File: src/hw/rtl/wsfp_pkg.sv
// Package for the WebSocket frame parser: parser phases, result kinds,
// the queue entry passed from the front end to the back end, and constants.
// No dependencies.
`default_nettype none

package wsfp_pkg;

  localparam int unsigned QueueDepthDefault = 4;

  localparam logic [2:0] MaskKeyBytes = 3'd4;
  localparam logic [6:0] LenCode16    = 7'd126;
  localparam logic [6:0] LenCode64    = 7'd127;

  typedef enum logic [2:0] {
    PH_B0   = 3'd0,
    PH_B1   = 3'd1,
    PH_EXT  = 3'd2,
    PH_KEY  = 3'd3,
    PH_DATA = 3'd4
  } phase_e;

  typedef enum logic [1:0] {
    KIND_HEADER  = 2'd0,
    KIND_PAYLOAD = 2'd1,
    KIND_ERROR   = 2'd2
  } kind_e;

  typedef struct packed {
    kind_e       kind;
    logic [7:0]  data;
    logic [7:0]  key;
    logic [3:0]  opcode;
    logic        fin;
    logic [2:0]  rsv;
    logic        masked;
    logic [62:0] len;
    logic        frame_end;
  } wsfp_entry_t;

endpackage

`default_nettype wire

File: src/hw/rtl/wsfp_if.sv
// Stream interfaces of the WebSocket frame parser: the byte input channel
// and the result channel. Valid/ready handshake; no dependencies.
`default_nettype none

interface ws_byte_if;
  logic       valid;
  logic       ready;
  logic [7:0] in_byte;

  modport source (output valid, output in_byte, input ready);
  modport sink (input valid, input in_byte, output ready);
endinterface

interface ws_res_if;
  logic        valid;
  logic        ready;
  logic [1:0]  kind;
  logic [7:0]  payload_byte;
  logic [3:0]  opcode;
  logic        final_frame;
  logic [2:0]  reserved_bits;
  logic        is_masked;
  logic [62:0] frame_length;
  logic        frame_end;

  modport source (
    output valid, output kind, output payload_byte, output opcode,
    output final_frame, output reserved_bits, output is_masked,
    output frame_length, output frame_end, input ready
  );
  modport sink (
    input valid, input kind, input payload_byte, input opcode,
    input final_frame, input reserved_bits, input is_masked,
    input frame_length, input frame_end, output ready
  );
endinterface

`default_nettype wire

File: src/hw/rtl/wsfp_front.sv
// Front end of the WebSocket frame parser: header state machine that takes
// one byte per beat and emits at most one queue entry per byte.
// Depends on wsfp_pkg.
`default_nettype none

module wsfp_front
  import wsfp_pkg::*;
(
  input  wire logic        clk_i,
  input  wire logic        rst_ni,
  input  wire logic        accept_i,
  input  wire logic [7:0]  byte_i,
  output wsfp_entry_t      entry_o,
  output logic             push_o
);

  phase_e      phase_q, phase_d;
  logic [3:0]  opcode_q, opcode_d;
  logic [4:0]  flags_q, flags_d;
  logic [63:0] len_q, len_d;
  logic [2:0]  cnt_q, cnt_d;
  logic [31:0] key_q, key_d;
  logic [62:0] remain_q, remain_d;
  logic [1:0]  midx_q, midx_d;

  logic [6:0]  code;
  logic        code_ext;
  logic [2:0]  cnt_dec;
  logic [63:0] len_shift;
  logic [62:0] remain_dec;
  logic        cnt_last;
  logic        err_ext;
  logic        err_b0;
  logic        hdr_done;
  logic [63:0] hdr_len;
  logic [7:0]  key_byte;

  always_comb begin
    code       = byte_i[6:0];
    code_ext   = (code == LenCode16) || (code == LenCode64);
    cnt_dec    = cnt_q - 3'd1;
    cnt_last   = (cnt_dec == 3'd0);
    len_shift  = {len_q[55:0], byte_i};
    remain_dec = remain_q - 63'd1;
    err_b0     = byte_i[3] && !byte_i[7];
    err_ext    = 1'b0;
    hdr_done   = 1'b0;
    hdr_len    = len_q;
    case (phase_q)
      PH_B1: begin
        hdr_done = !code_ext && !byte_i[7];
        hdr_len  = {57'd0, code};
      end
      PH_EXT: begin
        err_ext  = cnt_last && len_shift[63];
        hdr_done = cnt_last && !len_shift[63] && !flags_q[0];
        hdr_len  = len_shift;
      end
      PH_KEY: begin
        hdr_done = cnt_last;
        hdr_len  = len_q;
      end
      default: begin
        hdr_done = 1'b0;
      end
    endcase
    case (midx_q)
      2'd0:    key_byte = key_q[31:24];
      2'd1:    key_byte = key_q[23:16];
      2'd2:    key_byte = key_q[15:8];
      default: key_byte = key_q[7:0];
    endcase
  end

  always_comb begin
    phase_d = phase_q;
    if (accept_i) begin
      case (phase_q)
        PH_B1: begin
          if (code_ext) begin
            phase_d = PH_EXT;
          end else if (byte_i[7]) begin
            phase_d = PH_KEY;
          end
        end
        PH_EXT: begin
          if (err_ext) begin
            phase_d = PH_B0;
          end else if (cnt_last) begin
            phase_d = PH_KEY;
          end
        end
        PH_KEY: begin
          phase_d = PH_KEY;
        end
        PH_DATA: begin
          if (remain_dec == 63'd0) begin
            phase_d = PH_B0;
          end
        end
        default: begin
          phase_d = err_b0 ? PH_B0 : PH_B1;
        end
      endcase
      if (hdr_done) begin
        phase_d = (hdr_len == 64'd0) ? PH_B0 : PH_DATA;
      end
    end
  end

  always_comb begin
    opcode_d = opcode_q;
    flags_d  = flags_q;
    len_d    = len_q;
    cnt_d    = cnt_q;
    key_d    = key_q;
    remain_d = remain_q;
    midx_d   = midx_q;
    push_o   = 1'b0;
    entry_o  = '0;
    if (accept_i) begin
      case (phase_q)
        PH_B1: begin
          flags_d = {flags_q[4:1], byte_i[7]};
          key_d   = 32'd0;
          len_d   = code_ext ? 64'd0 : {57'd0, code};
          if (code == LenCode16) begin
            cnt_d = 3'd2;
          end else if (code == LenCode64) begin
            cnt_d = 3'd0;
          end else if (byte_i[7]) begin
            cnt_d = MaskKeyBytes;
          end
        end
        PH_EXT: begin
          len_d = len_shift;
          cnt_d = (cnt_last && flags_q[0] && !len_shift[63]) ? MaskKeyBytes : cnt_dec;
        end
        PH_KEY: begin
          key_d = {key_q[23:0], byte_i};
          cnt_d = cnt_dec;
        end
        PH_DATA: begin
          midx_d   = midx_q + 2'd1;
          remain_d = remain_dec;
        end
        default: begin
          opcode_d = byte_i[3:0];
          flags_d  = {byte_i[7], byte_i[6:4], 1'b0};
          len_d    = 64'd0;
          remain_d = 63'd0;
          key_d    = 32'd0;
          midx_d   = 2'd0;
          cnt_d    = 3'd0;
        end
      endcase
      if (hdr_done) begin
        remain_d = hdr_len[62:0];
        midx_d   = 2'd0;
      end

      entry_o.opcode = opcode_d;
      entry_o.fin    = flags_d[4];
      entry_o.rsv    = flags_d[3:1];
      entry_o.masked = flags_d[0];
      if (hdr_done) begin
        push_o            = 1'b1;
        entry_o.kind      = KIND_HEADER;
        entry_o.len       = hdr_len[62:0];
        entry_o.frame_end = (hdr_len == 64'd0);
      end else if (err_ext || ((phase_q != PH_B1) && (phase_q != PH_EXT) &&
                   (phase_q != PH_KEY) && (phase_q != PH_DATA) && err_b0)) begin
        push_o       = 1'b1;
        entry_o.kind = KIND_ERROR;
      end else if (phase_q == PH_DATA) begin
        push_o            = 1'b1;
        entry_o.kind      = KIND_PAYLOAD;
        entry_o.data      = byte_i;
        entry_o.key       = key_byte;
        entry_o.len       = len_q[62:0];
        entry_o.frame_end = (remain_dec == 63'd0);
      end
    end
  end

  always_ff @(posedge clk_i or negedge rst_ni) begin
    if (!rst_ni) begin
      phase_q  <= PH_B0;
      opcode_q <= '0;
      flags_q  <= '0;
      len_q    <= '0;
      cnt_q    <= '0;
      key_q    <= '0;
      remain_q <= '0;
      midx_q   <= '0;
    end else begin
      phase_q  <= phase_d;
      opcode_q <= opcode_d;
      flags_q  <= flags_d;
      len_q    <= len_d;
      cnt_q    <= cnt_d;
      key_q    <= key_d;
      remain_q <= remain_d;
      midx_q   <= midx_d;
    end
  end

endmodule

`default_nettype wire

File: src/hw/rtl/wsfp_queue.sv
// Short queue of parser entries between the front end and the back end.
// Depends on wsfp_pkg.
`default_nettype none

module wsfp_queue
  import wsfp_pkg::*;
#(
  parameter int unsigned Depth = QueueDepthDefault
) (
  input  wire logic        clk_i,
  input  wire logic        rst_ni,
  input  wire logic        push_i,
  input  wsfp_entry_t      entry_i,
  output logic             full_o,
  output logic             valid_o,
  output wsfp_entry_t      entry_o,
  input  wire logic        pop_i
);

  localparam int unsigned PtrW = (Depth > 1) ? $clog2(Depth) : 1;
  localparam int unsigned CntW = $clog2(Depth + 1);
  localparam logic [PtrW-1:0] LastPtr = PtrW'(Depth - 1);

  wsfp_entry_t         mem_q [Depth];
  logic [PtrW-1:0]     wr_q, wr_d, rd_q, rd_d;
  logic [CntW-1:0]     count_q, count_d;
  logic                do_push, do_pop;

  always_comb begin
    full_o  = (count_q == CntW'(Depth));
    valid_o = (count_q != '0);
    entry_o = mem_q[rd_q];
    do_push = push_i && !full_o;
    do_pop  = pop_i && valid_o;
    wr_d    = wr_q;
    rd_d    = rd_q;
    count_d = count_q;
    if (do_push) begin
      wr_d = (wr_q == LastPtr) ? '0 : wr_q + PtrW'(1);
    end
    if (do_pop) begin
      rd_d = (rd_q == LastPtr) ? '0 : rd_q + PtrW'(1);
    end
    if (do_push && !do_pop) begin
      count_d = count_q + CntW'(1);
    end else if (do_pop && !do_push) begin
      count_d = count_q - CntW'(1);
    end
  end

  always_ff @(posedge clk_i) begin
    if (do_push) begin
      mem_q[wr_q] <= entry_i;
    end
  end

  always_ff @(posedge clk_i or negedge rst_ni) begin
    if (!rst_ni) begin
      wr_q    <= '0;
      rd_q    <= '0;
      count_q <= '0;
    end else begin
      wr_q    <= wr_d;
      rd_q    <= rd_d;
      count_q <= count_d;
    end
  end

endmodule

`default_nettype wire

File: src/hw/rtl/wsfp_back.sv
// Back end of the WebSocket frame parser: unmasks payload bytes and holds
// each result in the output register until the sink takes the beat.
// Depends on wsfp_pkg.
`default_nettype none

module wsfp_back
  import wsfp_pkg::*;
(
  input  wire logic        clk_i,
  input  wire logic        rst_ni,
  input  wire logic        q_valid_i,
  input  wsfp_entry_t      q_entry_i,
  output logic             q_pop_o,
  output logic             out_valid_o,
  input  wire logic        out_ready_i,
  output kind_e            kind_o,
  output logic [7:0]       payload_byte_o,
  output logic [3:0]       opcode_o,
  output logic             final_frame_o,
  output logic [2:0]       reserved_bits_o,
  output logic             is_masked_o,
  output logic [62:0]      frame_length_o,
  output logic             frame_end_o
);

  logic        vld_q, vld_d;
  wsfp_entry_t res_q;
  logic [7:0]  byte_q;

  always_comb begin
    q_pop_o = q_valid_i && (!vld_q || out_ready_i);
    vld_d   = q_pop_o || (vld_q && !out_ready_i);
  end

  always_ff @(posedge clk_i or negedge rst_ni) begin
    if (!rst_ni) begin
      vld_q <= 1'b0;
    end else begin
      vld_q <= vld_d;
    end
  end

  always_ff @(posedge clk_i) begin
    if (q_pop_o) begin
      res_q  <= q_entry_i;
      byte_q <= q_entry_i.data ^ q_entry_i.key;
    end
  end

  assign out_valid_o     = vld_q;
  assign kind_o          = res_q.kind;
  assign payload_byte_o  = byte_q;
  assign opcode_o        = res_q.opcode;
  assign final_frame_o   = res_q.fin;
  assign reserved_bits_o = res_q.rsv;
  assign is_masked_o     = res_q.masked;
  assign frame_length_o  = res_q.len;
  assign frame_end_o     = res_q.frame_end;

endmodule

`default_nettype wire

File: src/hw/rtl/websocket_frame_parser.sv
// Top level of the WebSocket frame parser: front end, entry queue, back end.
// Depends on wsfp_pkg, ws_byte_if, ws_res_if and the wsfp_* modules.
//
//   Channel  Dir  Beat content
//   byte_i   in   in_byte: one byte of the received stream
//   res_o    out  kind, payload_byte, opcode, final_frame, reserved_bits,
//                 is_masked, frame_length, frame_end
//
// One byte is accepted per cycle whenever the entry queue has room; each byte
// yields zero or one result. A result reaches res_o through a queue entry and
// then the output register.
// byte_i.ready drops only when the queue of QUEUE_DEPTH entries is full.
// The asynchronous reset returns the parser to byte zero and empties the queue.
`default_nettype none

module websocket_frame_parser
  import wsfp_pkg::*;
#(
  parameter int unsigned QUEUE_DEPTH = QueueDepthDefault
) (
  input  wire logic   clk_i,
  input  wire logic   rst_ni,
  ws_byte_if.sink     byte_i,
  ws_res_if.source    res_o
);

  wsfp_entry_t front_entry;
  wsfp_entry_t q_entry;
  logic        front_push;
  logic        q_full;
  logic        q_valid;
  logic        q_pop;
  logic        accept;
  kind_e       kind;

  assign byte_i.ready = !q_full;
  assign accept       = byte_i.valid && !q_full;

  wsfp_front u_front (
    .clk_i    (clk_i),
    .rst_ni   (rst_ni),
    .accept_i (accept),
    .byte_i   (byte_i.in_byte),
    .entry_o  (front_entry),
    .push_o   (front_push)
  );

  wsfp_queue #(
    .Depth (QUEUE_DEPTH)
  ) u_queue (
    .clk_i   (clk_i),
    .rst_ni  (rst_ni),
    .push_i  (front_push),
    .entry_i (front_entry),
    .full_o  (q_full),
    .valid_o (q_valid),
    .entry_o (q_entry),
    .pop_i   (q_pop)
  );

  wsfp_back u_back (
    .clk_i           (clk_i),
    .rst_ni          (rst_ni),
    .q_valid_i       (q_valid),
    .q_entry_i       (q_entry),
    .q_pop_o         (q_pop),
    .out_valid_o     (res_o.valid),
    .out_ready_i     (res_o.ready),
    .kind_o          (kind),
    .payload_byte_o  (res_o.payload_byte),
    .opcode_o        (res_o.opcode),
    .final_frame_o   (res_o.final_frame),
    .reserved_bits_o (res_o.reserved_bits),
    .is_masked_o     (res_o.is_masked),
    .frame_length_o  (res_o.frame_length),
    .frame_end_o     (res_o.frame_end)
  );

  assign res_o.kind = kind;

endmodule

`default_nettype wire

File: src/flat_wrapper.sv
// flat-port wrapper written by rule: the top's interface ports become plain ports
module websocket_frame_parser_flat import wsfp_pkg::*;
#(
  parameter int unsigned QUEUE_DEPTH = QueueDepthDefault
)
  (clk_i, rst_ni, byte_i_valid, byte_i_in_byte, byte_i_ready, res_o_valid, res_o_kind, res_o_payload_byte, res_o_opcode, res_o_final_frame, res_o_reserved_bits, res_o_is_masked, res_o_frame_length, res_o_frame_end, res_o_ready);
  ws_byte_if byte_i_i ();
  ws_res_if res_o_i ();
  input  wire logic clk_i;
  input  wire logic rst_ni;
  input wire logic [$bits(byte_i_i.valid)-1:0] byte_i_valid;
  input wire logic [$bits(byte_i_i.in_byte)-1:0] byte_i_in_byte;
  output wire logic [$bits(byte_i_i.ready)-1:0] byte_i_ready;
  output wire logic [$bits(res_o_i.valid)-1:0] res_o_valid;
  output wire logic [$bits(res_o_i.kind)-1:0] res_o_kind;
  output wire logic [$bits(res_o_i.payload_byte)-1:0] res_o_payload_byte;
  output wire logic [$bits(res_o_i.opcode)-1:0] res_o_opcode;
  output wire logic [$bits(res_o_i.final_frame)-1:0] res_o_final_frame;
  output wire logic [$bits(res_o_i.reserved_bits)-1:0] res_o_reserved_bits;
  output wire logic [$bits(res_o_i.is_masked)-1:0] res_o_is_masked;
  output wire logic [$bits(res_o_i.frame_length)-1:0] res_o_frame_length;
  output wire logic [$bits(res_o_i.frame_end)-1:0] res_o_frame_end;
  input wire logic [$bits(res_o_i.ready)-1:0] res_o_ready;
  assign byte_i_i.valid = byte_i_valid;
  assign byte_i_i.in_byte = byte_i_in_byte;
  assign byte_i_ready = byte_i_i.ready;
  assign res_o_valid = res_o_i.valid;
  assign res_o_kind = res_o_i.kind;
  assign res_o_payload_byte = res_o_i.payload_byte;
  assign res_o_opcode = res_o_i.opcode;
  assign res_o_final_frame = res_o_i.final_frame;
  assign res_o_reserved_bits = res_o_i.reserved_bits;
  assign res_o_is_masked = res_o_i.is_masked;
  assign res_o_frame_length = res_o_i.frame_length;
  assign res_o_frame_end = res_o_i.frame_end;
  assign res_o_i.ready = res_o_ready;
  websocket_frame_parser #(.QUEUE_DEPTH(QUEUE_DEPTH)) u_core (.clk_i(clk_i), .rst_ni(rst_ni), .byte_i(byte_i_i), .res_o(res_o_i));
endmodule
File: config.mk
export PLATFORM = sky130hd
export DESIGN_NAME = websocket_frame_parser_flat
export DESIGN_NICKNAME = d
export VERILOG_FILES = /design/src/hw/rtl/wsfp_pkg.sv /design/src/hw/rtl/wsfp_if.sv /design/src/hw/rtl/wsfp_front.sv /design/src/hw/rtl/wsfp_queue.sv /design/src/hw/rtl/wsfp_back.sv /design/src/hw/rtl/websocket_frame_parser.sv /design/src/flat_wrapper.sv
export SDC_FILE = /design/constraint.sdc
export NUM_CORES = 1
export LEC_CHECK = 0
export BUFFER_PORTS_ARGS = -buffer_cell sky130_fd_sc_hd__clkbuf_2
export CAP_MARGIN = 5
export CORE_ASPECT_RATIO = 1.2
export CORE_UTILIZATION = 30
export CTS_CLUSTER_SIZE = 40
export DETAILED_ROUTE_END_ITERATION = 6
export GPL_TIMING_DRIVEN = 0
export HOLD_SLACK_MARGIN = 0.06
export PLACE_DENSITY_LB_ADDON = 0.2
export SLEW_MARGIN = 10
export SYNTH_ARGS = -nofsm -noshare
export SYNTH_HDL_FRONTEND = slang
export SYNTH_SLANG_ARGS = --single-unit
File: constraint.sdc
create_clock -name clk_i -period 9.7 [get_ports clk_i]
set_input_delay 0.485 -clock clk_i [delete_from_list [all_inputs] [get_ports clk_i]]
set_output_delay 0.485 -clock clk_i [all_outputs]
set_load 0.05 [all_outputs]
**Yosys cells after proc, flatten, opt, wreduce, memory -nomap -nowiden**

Memories as Yosys holds them, arrays and structs flattened.
Index checks and enable logic that the tools add are counted.

- Add/subtract/negate cells: 7
- Equality and inequality tests: 20
- Multiplexer cells: 46
- Bitwise logic cells: 4
- Reduce and logical (&&, ||, !) cells: 47

Operators by type and width:

| kind | number |
|---|---|
| $mux 64 | 3 |
| $pmux 64 s3 | 1 |
| $pmux 64 s2 | 1 |
| $pmux 63 s2 | 1 |
| $mux 91 | 1 |
| $logic_not 64->1 | 1 |
| $pmux 32 s2 | 1 |
| $logic_not 63->1 | 1 |
| $mux 63 | 1 |
| $sub 63x1->63 const B | 1 |
| $mux 3 | 13 |
| $mux 16 | 2 |
| $pmux 3 s4 | 2 |
| $pmux 8 s3 | 1 |
| $logic_and 1x1->1 | 18 |
| $mux 17 | 1 |
| $eq 7x7->1 const B | 2 |
| $ne 4x4->1 const B | 3 |
| $mux 2 | 5 |
| $pmux 5 s2 | 1 |
| $logic_not 1->1 | 9 |
| $mux 1 | 8 |
| $xor 8x8->8 | 1 |
| $mux 7 | 1 |
| 27 further kinds | 45 |

- Flip-flop bits (word level): 267
- Memory bits (writable): 364
- Word-level logic and storage cells: 145
- Memories kept: 1
- Output and inout bits: 85
- Input port bits: 12

Memory list:

| name | depth | bits a word | read ports | clocked after Yosys merged registers in | write ports | RTL line | RTL |
|---|---|---|---|---|---|---|---|
| u_core.u_queue.mem_q | 4 | 91 | 1 | 0 | 1 | wsfp_queue.sv:24 | `wsfp_entry_t mem_q [Depth];` |

**Logic depth before layout (Yosys ltp)**

Gate-level depths: netlist of the first run.

- Depth after elaboration: 14
- Depth in mapped cells: 13
- Depth with buffers taken out: 12

**Hierarchy**

Synthesis of the first run repeated with hierarchy kept, for this count alone.

- Cells, all modules: 2049
- Area, all modules: 27328.7 um^2

By module, submodules not included:

| module | times used | area each (um^2) | seq. area each (um^2) | cells each |
|---|---|---|---|---|
| wsfp_queue | 1 | 13564.3 | 11105.7 | 512 |
| wsfp_front | 1 | 11148.2 | 4404.2 | 1440 |
| wsfp_back | 1 | 2606.2 | 2517.4 | 95 |
| websocket_frame_parser | 1 | 10.0 | 0.0 | 2 |

**Worst setup path after synthesis of the first run**

Ideal clock, no wire load.

- Path kind: flip-flop to flip-flop
- From: register u_core.u_back.vld_q (netlist: u_core.u_back.out_valid_o)
- To: register u_core.u_queue.count_q[1]
- Required time: 9.575 ns
- Period minus slack after synthesis: 6.128 ns
- Setup slack: 3.572 ns
- Path buffers: 0
- Arrival: 6.003 ns
- Library setup time: 0.125 ns
- Stages on the path, launching flop included: 7
- Path through: dfrtp_1 > a21oi_1 > inv_1 > ha_1 > inv_1 > fa_1 > mux2_2

- Word-level cells in the longest chain between the ends: 7
- Elaborated cells on any way between the ends: 9
- Those cells by class: mux (1); reduce/logical (8)

Ends and longest elaborated chain:

| what | RTL line | RTL |
|---|---|---|
| start: declaration | wsfp_back.sv:26 | `logic vld_q, vld_d;` |
| start signal: assignment | wsfp_back.sv:39 | `vld_q <= vld_d;` |
| $logic_not 1->1 | wsfp_back.sv:31 | `q_pop_o = q_valid_i && (!vld_q \|\| out_ready_i);` |
| $logic_or 1x1->1 | wsfp_back.sv:31 |  |
| $logic_and 1x1->1 | wsfp_back.sv:31 |  |
| net u_core.q_pop | websocket_frame_parser.sv:32 | `logic q_pop;` |
| $logic_and 1x1->1 | wsfp_queue.sv:34 | `do_pop = pop_i && valid_o;` |
| $logic_not 1->1 | wsfp_queue.sv:44 | `if (do_push && !do_pop) begin` |
| $logic_and 1x1->1 | wsfp_queue.sv:44 |  |
| $mux 3 | wsfp_queue.sv:44 |  |
| net u_core.u_queue.count_d[1] | wsfp_queue.sv:26 | `logic [CntW-1:0] count_q, count_d;` |
| end signal: assignment | wsfp_queue.sv:65 | `count_q <= count_d;` |
| end: declaration | wsfp_queue.sv:26 |  |

The timed path passes the listed nets, and every way through them passes these cells.
A chain may end at the register's enable or synchronous reset.

**Worst setup path in the final report of the first run**

- From: register u_core.u_front.phase_q[2]
- To: memory u_core.u_queue.mem_q[1][39] (netlist bit) (enable)

- Word-level cells in the longest chain between the ends: 12
- Elaborated cells on any way between the ends: 22
- Those cells by class: eq/ne (8); mux (8); reduce/logical (6)

Ends and longest elaborated chain:

| what | RTL line | RTL |
|---|---|---|
| start: declaration | wsfp_front.sv:17 | `phase_e phase_q, phase_d;` |
| start signal: assignment | wsfp_front.sv:197 | `phase_q <= phase_d;` |
| $ne 3x1->1 / $ne 3x2->1 (equally long branches) | wsfp_front.sv:171 | `end else if (err_ext \|\| ((phase_q != PH_B1) && (phase_q != PH_EXT) &&` |
| $logic_and 1x1->1 (2 in a row) | wsfp_front.sv:171 |  |
| $logic_and 1x1->1 (2 in a row) | wsfp_front.sv:172 | `(phase_q != PH_KEY) && (phase_q != PH_DATA) && err_b0)) begin` |
| $logic_or 1x1->1 | wsfp_front.sv:171 |  |
| $mux 1 | wsfp_front.sv:171 |  |
| $mux 1 * | wsfp_front.sv:166 | `if (hdr_done) begin` |
| $mux 1 * | wsfp_front.sv:121 | `if (accept_i) begin` |
| $logic_and 1x1->1 * | wsfp_queue.sv:33 | `do_push = push_i && !full_o;` |
| net u_core.u_queue.do_push | wsfp_queue.sv:27 | `logic do_push, do_pop;` |
| $mux 1 * | wsfp_queue.sv:52 | `if (do_push) begin` |
| $mux 1 (implied by the code) * | wsfp_queue.sv:53 | `mem_q[wr_q] <= entry_i;` |
| end: declaration | wsfp_queue.sv:24 |  |

Mark *: on every way through the listed nets, which the timed path passes. The rest lies on a longest branch.

==> run summary, run 1 <==
Class of the worst hold path = in -> async
Share of Yosys cell area claimed by the top area cell type = 0.4840
Crit Path Category = reg -> reg
CTS Sinks = 631
Wire length of the first global-routing pass = 135500 um
Proportion of power drawn by flip-flops and latches = 0.319
Num rows = 121
Count of flip-flops with a built-in enable after synthesis = 447
Final TNS setup = 0 ns
Leading cell type by number of instances after synthesis = sky130_fd_sc_hd__edfxtp_1
TritonCTS clock tree = yes
Clock latency on the worst-skew pair = 0.63 ns
Share of async-settable or async-resettable flops after synthesis = 0.2916
CP Launch Type = flop
Proportion of synthesized chip area in sequential cells = 0.6501
Maxcap violations = 0
Die boundary width = 279.5 um
HPWL after DPL = 66180 um
Slowest Stage Delay on Critical Path = 0.91 ns
Worst-case headroom to the max-slew limit = 0.08747
Distinct cell type count of the synthesized netlist = 72
Cell chain of the critical path = clkbuf_1, nor3b_1, clkbuf_1, clkbuf_1, buf_1, a31oi_1, a31oi_1, and2_4, buf_16, buf_16
Layout overhead on the synthesized area = 16.48%
Cell Int Power = 0.006515 W
Num ports = 97
Via count = 19350
Leading post-synthesis cells by cell area = sky130_fd_sc_hd__edfxtp_1, sky130_fd_sc_hd__dfrtp_1, sky130_fd_sc_hd__mux4_2
Final non-filler cell area = 32300 um2
PD cells = 361.4 nW/um2
Largest net degree at the start of global routing = 92
Proportion of power drawn by combinational gates = 0.465
Worst setup skew after layout = 0.02421 ns
Slowest stage cell on the critical path = sky130_fd_sc_hd__nor3b_1
Timing-limited maximum frequency = 0.1710 GHz
Average routed wire per standard cell = 25.32 um
Number of antenna violations at the first check in global routing = 4
Vertical die dimension = 335.1 um
Setup repair after global routing missed its margin = false
Part of the power in the clock network = 0.217
Overall routed net length = 92120 um
ANT nets after route = 0
Final setup violating endpoints = 0
Top cells by count, synth = sky130_fd_sc_hd__edfxtp_1, sky130_fd_sc_hd__nand2_1, sky130_fd_sc_hd__o21ai_0, sky130_fd_sc_hd__dfrtp_1, sky130_fd_sc_hd__nor2_1
GRT Util Overall = 0.1974
Count of nets after finishing = 2382
Placeable core region = 91140 um2
Dominant register cell in the synthesized netlist = sky130_fd_sc_hd__edfxtp_1
Total clock buffers created by CTS = 67
Post-layout minimum cycle time = 5.848 ns
Via count of the first global-routing pass = 19467
Remaining global-route overflow = 0
Critical path capture point type = flop
Total iterations of the first detailed-routing run = 5
Placer's final routability congestion estimate = 0.9734
Flip-flop and latch count after synthesis = 631
Arrival time of the worst setup path = 6.13 ns
Via-to-Cell Ratio = 5.317
Power dissipated by switching net loads = 0.005159 W
Syn Inst Count = 2176
Leakage power = 11.64 nW
Htree depth = 3
Netlist area before placement = 27730 um2
Cell accounting for the most synthesized area = sky130_fd_sc_hd__edfxtp_1
Setup repair bufs after CTS = 0
Longest Clk Path Bufs = 3
Hold violation total from the final report = 0
Initial standard-cell utilization of the core = 0.3043
Yosys warnings = 0
Switching power share of the total = 0.4419
Proportion of layout cells with a drive suffix above 1 = 0.1347
Period utilisation layout = 0.6029
Slew at the pin closest to its max-slew limit = 1.354 ns
Clock slew at reported path FFs = 0.06 ns
Number of cells upsized or downsized after cts = 0
DRC violations left = 0
Count of buffers inserted at the top-level ports = 94
Syn Nets = 2203
Run status = completed
Final Max Tran Viols = 0
Crit path max fanout = 47
Number of violations reported at the end of detailed-routing iteration 0 = 1591
CP most frequent cell = sky130_fd_sc_hd__clkbuf_1
Syn Area/Cell = 12.74 um2
Clk Tree Root Cell = sky130_fd_sc_hd__clkbuf_16
Total Die Area = 93660 um2
Largest voltage drop on the vdd net = 0.1737 mV
Total cell area at the placement stage = 30140 um2
Worst Path Required = 9.98 ns
Hold buffers post-CTS = 2
flip-flops by register name (all words and copies together), names as in the netlist, 2 cells and up:
signal and cells:
u_core.u_back.frame_length_o 63, u_core.u_back.kind_o 2, u_core.u_back.opcode_o 4, u_core.u_back.payload_byte_o 8, u_core.u_back.reserved_bits_o 3, u_core.u_front.cnt_q 3
u_core.u_front.flags_q 5, u_core.u_front.key_q 32, u_core.u_front.len_q 64, u_core.u_front.midx_q 2, u_core.u_front.opcode_q 4, u_core.u_front.phase_q 3
u_core.u_front.remain_q 63, u_core.u_queue.count_q 3, u_core.u_queue.mem_q 364, u_core.u_queue.rd_q 2, u_core.u_queue.wr_q 2
per-stage QoR:
stage / instances / setup slack, ns / power, W / hold slack, ns / util
finish: 3639 / 3.852 / 0.01167 / 0.2655 / 0.3544
CTS: 3636 / 4.023 / 0.01173 / 0.2416 / 0.3543
global route: 3636 / 3.751 / 0.01222 / 0.2627 / 0.3543
detailed placement: 3514 / 4.026 / 0.009152 / 0.3147 / 0.3307
global placement: 3500 / 0.2032 / 0.009137 / 0.4565 / 0.3263
floorplan: 2176 / 3.572 / 0.007282 / 0.1894 / -
layer usage:
metal	up-vias	track usage	routed length, um
li1	8549	-	-
met1	9912	0.2562	38460
met2	715	0.3262	44910
met3	172	0.02999	5038
met4	2	0.08662	3699
met5	-	0	13
area by class of cell:
class / instances / area (um2)
clock inverters: 33 / 297.8
inverters: 53 / 198.9
flip-flops and latches: 631 / 18030
multi-input cells: 1362 / 9027
repair buffers: 110 / 862.1
fillers: 8961 / 58840
clock buffers: 87 / 1836
diodes: 3 / 7.507
well taps: 1230 / 1539
plain buffers: 130 / 505.5
cell usage in the layout (no fill, tap or decap), types with 16 or more instances in the layout:
master                      instances
sky130_fd_sc_hd__a21oi_1           72
sky130_fd_sc_hd__and3_1            16
sky130_fd_sc_hd__buf_1             16
sky130_fd_sc_hd__clkbuf_1         125
sky130_fd_sc_hd__clkbuf_16         70
sky130_fd_sc_hd__clkbuf_2          93
sky130_fd_sc_hd__dfrtp_1          184
sky130_fd_sc_hd__edfxtp_1         447
sky130_fd_sc_hd__inv_1             52
sky130_fd_sc_hd__mux4_2            83
sky130_fd_sc_hd__nand2_1          320
sky130_fd_sc_hd__nand3_1           60
sky130_fd_sc_hd__nand4_1           21
sky130_fd_sc_hd__nor2_1           120
sky130_fd_sc_hd__nor3_1            43
sky130_fd_sc_hd__nor4_1            51
sky130_fd_sc_hd__o21ai_0          243
sky130_fd_sc_hd__or3_1             19
sky130_fd_sc_hd__xnor2_1           20
sky130_fd_sc_hd__xor2_1            41
path summary, 6_finish.rpt:
check	start	endpoint	slack (ns)	depth (start not counted)
worst max-delay path	u_core.u_front.phase_q[2]	u_core.u_queue.mem_q[1][39]	3.85	10
worst min-delay path	rst_ni	u_core.u_front.flags_q[1]	0.27	2
worst max register to register	u_core.u_front.phase_q[2]	u_core.u_queue.mem_q[1][39]	3.85	10
worst min register to register	u_core.u_front.key_q[30]	u_core.u_front.key_q[30]	0.47	2
max in group asynchronous	rst_ni	u_core.u_front.remain_q[34]	8.25	4
min in group clk_i	byte_i_in_byte[3]	u_core.u_front.key_q[3]	0.31	3
cells by family (layout without fill, tap and decap cells):
family          after synthesis  in the layout  share of synthesized area
simple gates                732            732                     0.1267
flops                       631            631                     0.6501
compound gates              445            445                    0.09426
buf+inv                     183            413                    0.02540
mux                         108            108                    0.07693
xor+xnor                     62             62                    0.01958
fa+ha+maj                    15             15                   0.007039
other cells                   0              3                          0
worst max-delay path, delay by kind of cell (launching register included):
kind                   cells  cell delay (ns)
AOI/OAI and AO/OA          2             1.14
buffers and inverters      6             2.46
DFF                        1             0.36
and+or+nand+nor            2             1.39
power groups by stage:
stage	Sequential (W)	Combinational [W]	Clock, W
2_1_floorplan	0.00426	0.00302	0
6_report	0.00372	0.00542	0.00253
5_1_grt	0.00377	0.00574	0.00270
4_1_cts	0.00372	0.00540	0.00260
3_5_place_dp	0.00377	0.00538	0
3_3_place_gp	0.00381	0.00532	0
(Power assumes the default switching activity.)
==> inputs of run 2 (changes only) <==
==> constraint.sdc (replaced) <==
create_clock -name clk_i -period 5.76 [get_ports clk_i]
set_input_delay 0.288 -clock clk_i [delete_from_list [all_inputs] [get_ports clk_i]]
set_output_delay 0.288 -clock clk_i [all_outputs]
set_load 0.05 [all_outputs]
==> run 2 against run 1 <==
  * Cell area up 0.41%
  * Total power up 71%
  * Final cell count about the same
  * First-iteration DRC count up 12%
  * Die area unchanged
  * Combinational power up 70%
  * Register-to-register slack worse by 3.8 ns
  * Maximum frequency up 2.0%
  * Routed wire length down 0.57%
  * Worst setup slack worse by 3.8 ns
  * Critical path depth unchanged
  * Largest power group unchanged
  * Highest routed layer unchanged
==> run summary, run 2 (synthesis results as in run 1) <==
Number of cells traversed by the worst hold path = 3
Leakage power = 11.71 nW
Hold Startpoint = byte_i_in_byte[2]
Largest reg by FF count = u_core.u_queue.mem_q
Class of the worst hold path = in -> reg
CP most frequent cell = sky130_fd_sc_hd__clkbuf_1
Number of antenna violations at the first check in global routing = 5
Num rows = 121
Crit path buf inv count = 6
Timing-limited maximum frequency = 0.1744 GHz
Worst-case headroom to the max-slew limit = 0.07189
Count of nets after finishing = 2384
Initial standard-cell utilization of the core = 0.3043
Largest net degree at the start of global routing = 93
Average routed wire per standard cell = 25.16 um
Via-to-Cell Ratio = 5.302
Period utilisation layout = 0.9955
HPWL after DPL = 65400 um
Setup repair bufs after CTS = 0
DRC violations left = 0
Worst Path Required = 6.03 ns
Clock latency on the worst-skew pair = 0.63 ns
Remaining global-route overflow = 0
Launching point of the worst reg2reg path = u_core.u_front.phase_q[2]
Via count = 19306
Clock slew at reported path FFs = 0.06 ns
Post-layout minimum cycle time = 5.734 ns
Slowest stage cell on the critical path = sky130_fd_sc_hd__nor3b_1
CTS Sinks = 631
Worst setup slack after placement = 0.07475 ns
Final setup slack of the worst path = 0.02571 ns
Placer's final routability congestion estimate = 0.9847
Overall routed net length = 91600 um
Hold violation total from the final report = 0
Total Die Area = 93660 um2
Setup repair after global routing missed its margin = false
Highest-count cells in the layout ignoring fill and taps = sky130_fd_sc_hd__edfxtp_1, sky130_fd_sc_hd__nand2_1, sky130_fd_sc_hd__o21ai_0
Cell chain of the critical path = clkbuf_1, nor3b_1, clkbuf_1, clkbuf_1, buf_1, a31oi_1, a31oi_2, and2_4, buf_16, buf_16
Layout overhead on the synthesized area = 16.97%
Run status = completed
Total clock buffers created by CTS = 68
Crit Path Category = reg -> reg
Worst Hold End = u_core.u_front.key_q[2]
Reg-to-Reg End = u_core.u_queue.mem_q[2][31]
Slowest Stage Delay on Critical Path = 0.86 ns
Final Max Tran Viols = 0
Htree depth = 3
Total iterations of the first detailed-routing run = 7
Via count of the first global-routing pass = 19316
Largest voltage drop on the vdd net = 0.3474 mV
FF-to-FF setup slack = 0.03 ns
Arrival time of the worst setup path = 6.00 ns
Critical path capture point type = flop
Longest Clk Path Bufs = 3
ANT nets after route = 0
Vertical die dimension = 335.1 um
Leading cell type in the layout, fill and taps excluded = sky130_fd_sc_hd__edfxtp_1
Clk Tree Root Cell = sky130_fd_sc_hd__clkbuf_16
Final setup violating endpoints = 0
TritonCTS clock tree = yes
Hold slack final = 0.1122 ns
Maxcap violations = 0
Die boundary width = 279.5 um
Count of buffers inserted at the top-level ports = 94
Num ports = 97
Worst setup skew after layout = 0.02822 ns
Wire length of the first global-routing pass = 133400 um
Crit path max fanout = 47
Placeable core region = 91140 um2
PD cells = 614.6 nW/um2
Largest delay share family, worst path = buffers and inverters
Slew at the pin closest to its max-slew limit = 1.379 ns
Worst reg2reg path depth = 10
Largest register FFs = 364
CP Launch Type = flop
Number of violations reported at the end of detailed-routing iteration 0 = 1779
Proportion of layout cells with a drive suffix above 1 = 0.1369
Largest registers = u_core.u_queue.mem_q: 364 flops, u_core.u_front.len_q: 64 flops
GRT Util Overall = 0.1941
## run 2: worst max path at each step
stage	start	endpoint	slack (ns)	cells past startpoint
2_1_floorplan	u_core.u_front.phase_q[2]	u_core.u_queue.mem_q[0][0]	0.83	8
3_3_place_gp	u_core.u_front.phase_q[2]	u_core.u_queue.mem_q[1][15]	-3.38	8
3_5_place_dp	u_core.u_front.phase_q[2]	u_core.u_queue.mem_q[3][29]	0.07	10
4_1_cts	u_core.u_front.phase_q[2]	u_core.u_queue.mem_q[3][32]	0.05	10
5_1_grt	u_core.u_front.phase_q[2]	u_core.u_queue.mem_q[3][32]	0.001	10
6_report	u_core.u_front.phase_q[2]	u_core.u_queue.mem_q[2][31]	0.03	10
## run 2: worst reg2reg max path: cells and delay by family (launching register included)
| kind | cells | cell delay, ns |
|---|---|---|
| compound gates | 2 | 0.96 |
| buf+inv | 6 | 2.67 |
| flops | 1 | 0.36 |
| simple gates | 2 | 1.31 |
## run 2: repair_timing
item | 4_1_cts | 5_1_grt
gates resized for setup | 0 | 1
setup endpoints to repair | 0 | 187
hold endpoints to repair | 97 | 0
hold buffers | 3 | 0
## run 2: final cells by class
cell class / instances / area [um2]
flip-flops and latches: 631 / 18030
inverters: 53 / 198.9
repair buffers: 111 / 872.1
fillers: 8983 / 58710
diodes: 1 / 2.502
plain buffers: 130 / 505.5
clock inverters: 21 / 261.5
multi-input cells: 1362 / 9034
clock buffers: 102 / 1994
well taps: 1230 / 1539
## run 2: where the power goes
group	switching, W	internal [W]
clock	0.00181	0.00263
sequential	0.000468	0.00581
combinational	0.00650	0.00272
## run 2: metal layers
layer,up-vias,wire length [um],track usage
li1,8548,-,-
met1,9950,38250,0.2481
met2,655,45080,0.3287
met3,149,4998,0.03180
met4,4,3241,0.07394
met5,-,23,0
## run 2: stage by stage
| step | cells | area (um2) | power, W | utilization | setup TNS (ns) |
|---|---|---|---|---|---|
| finish | 3641 | 32430 | 0.01993 | 0.3559 | 0 |
| detailed placement | 3514 | 30140 | 0.01548 | 0.3307 | 0 |
| CTS | 3640 | 32430 | 0.02001 | 0.3558 | 0 |
| floorplan | 2176 | 27730 | 0.01225 | - | 0 |
| global placement | 3500 | 29740 | 0.01549 | 0.3264 | -1198.15 |
| global route | 3640 | 32430 | 0.02086 | 0.3559 | 0 |
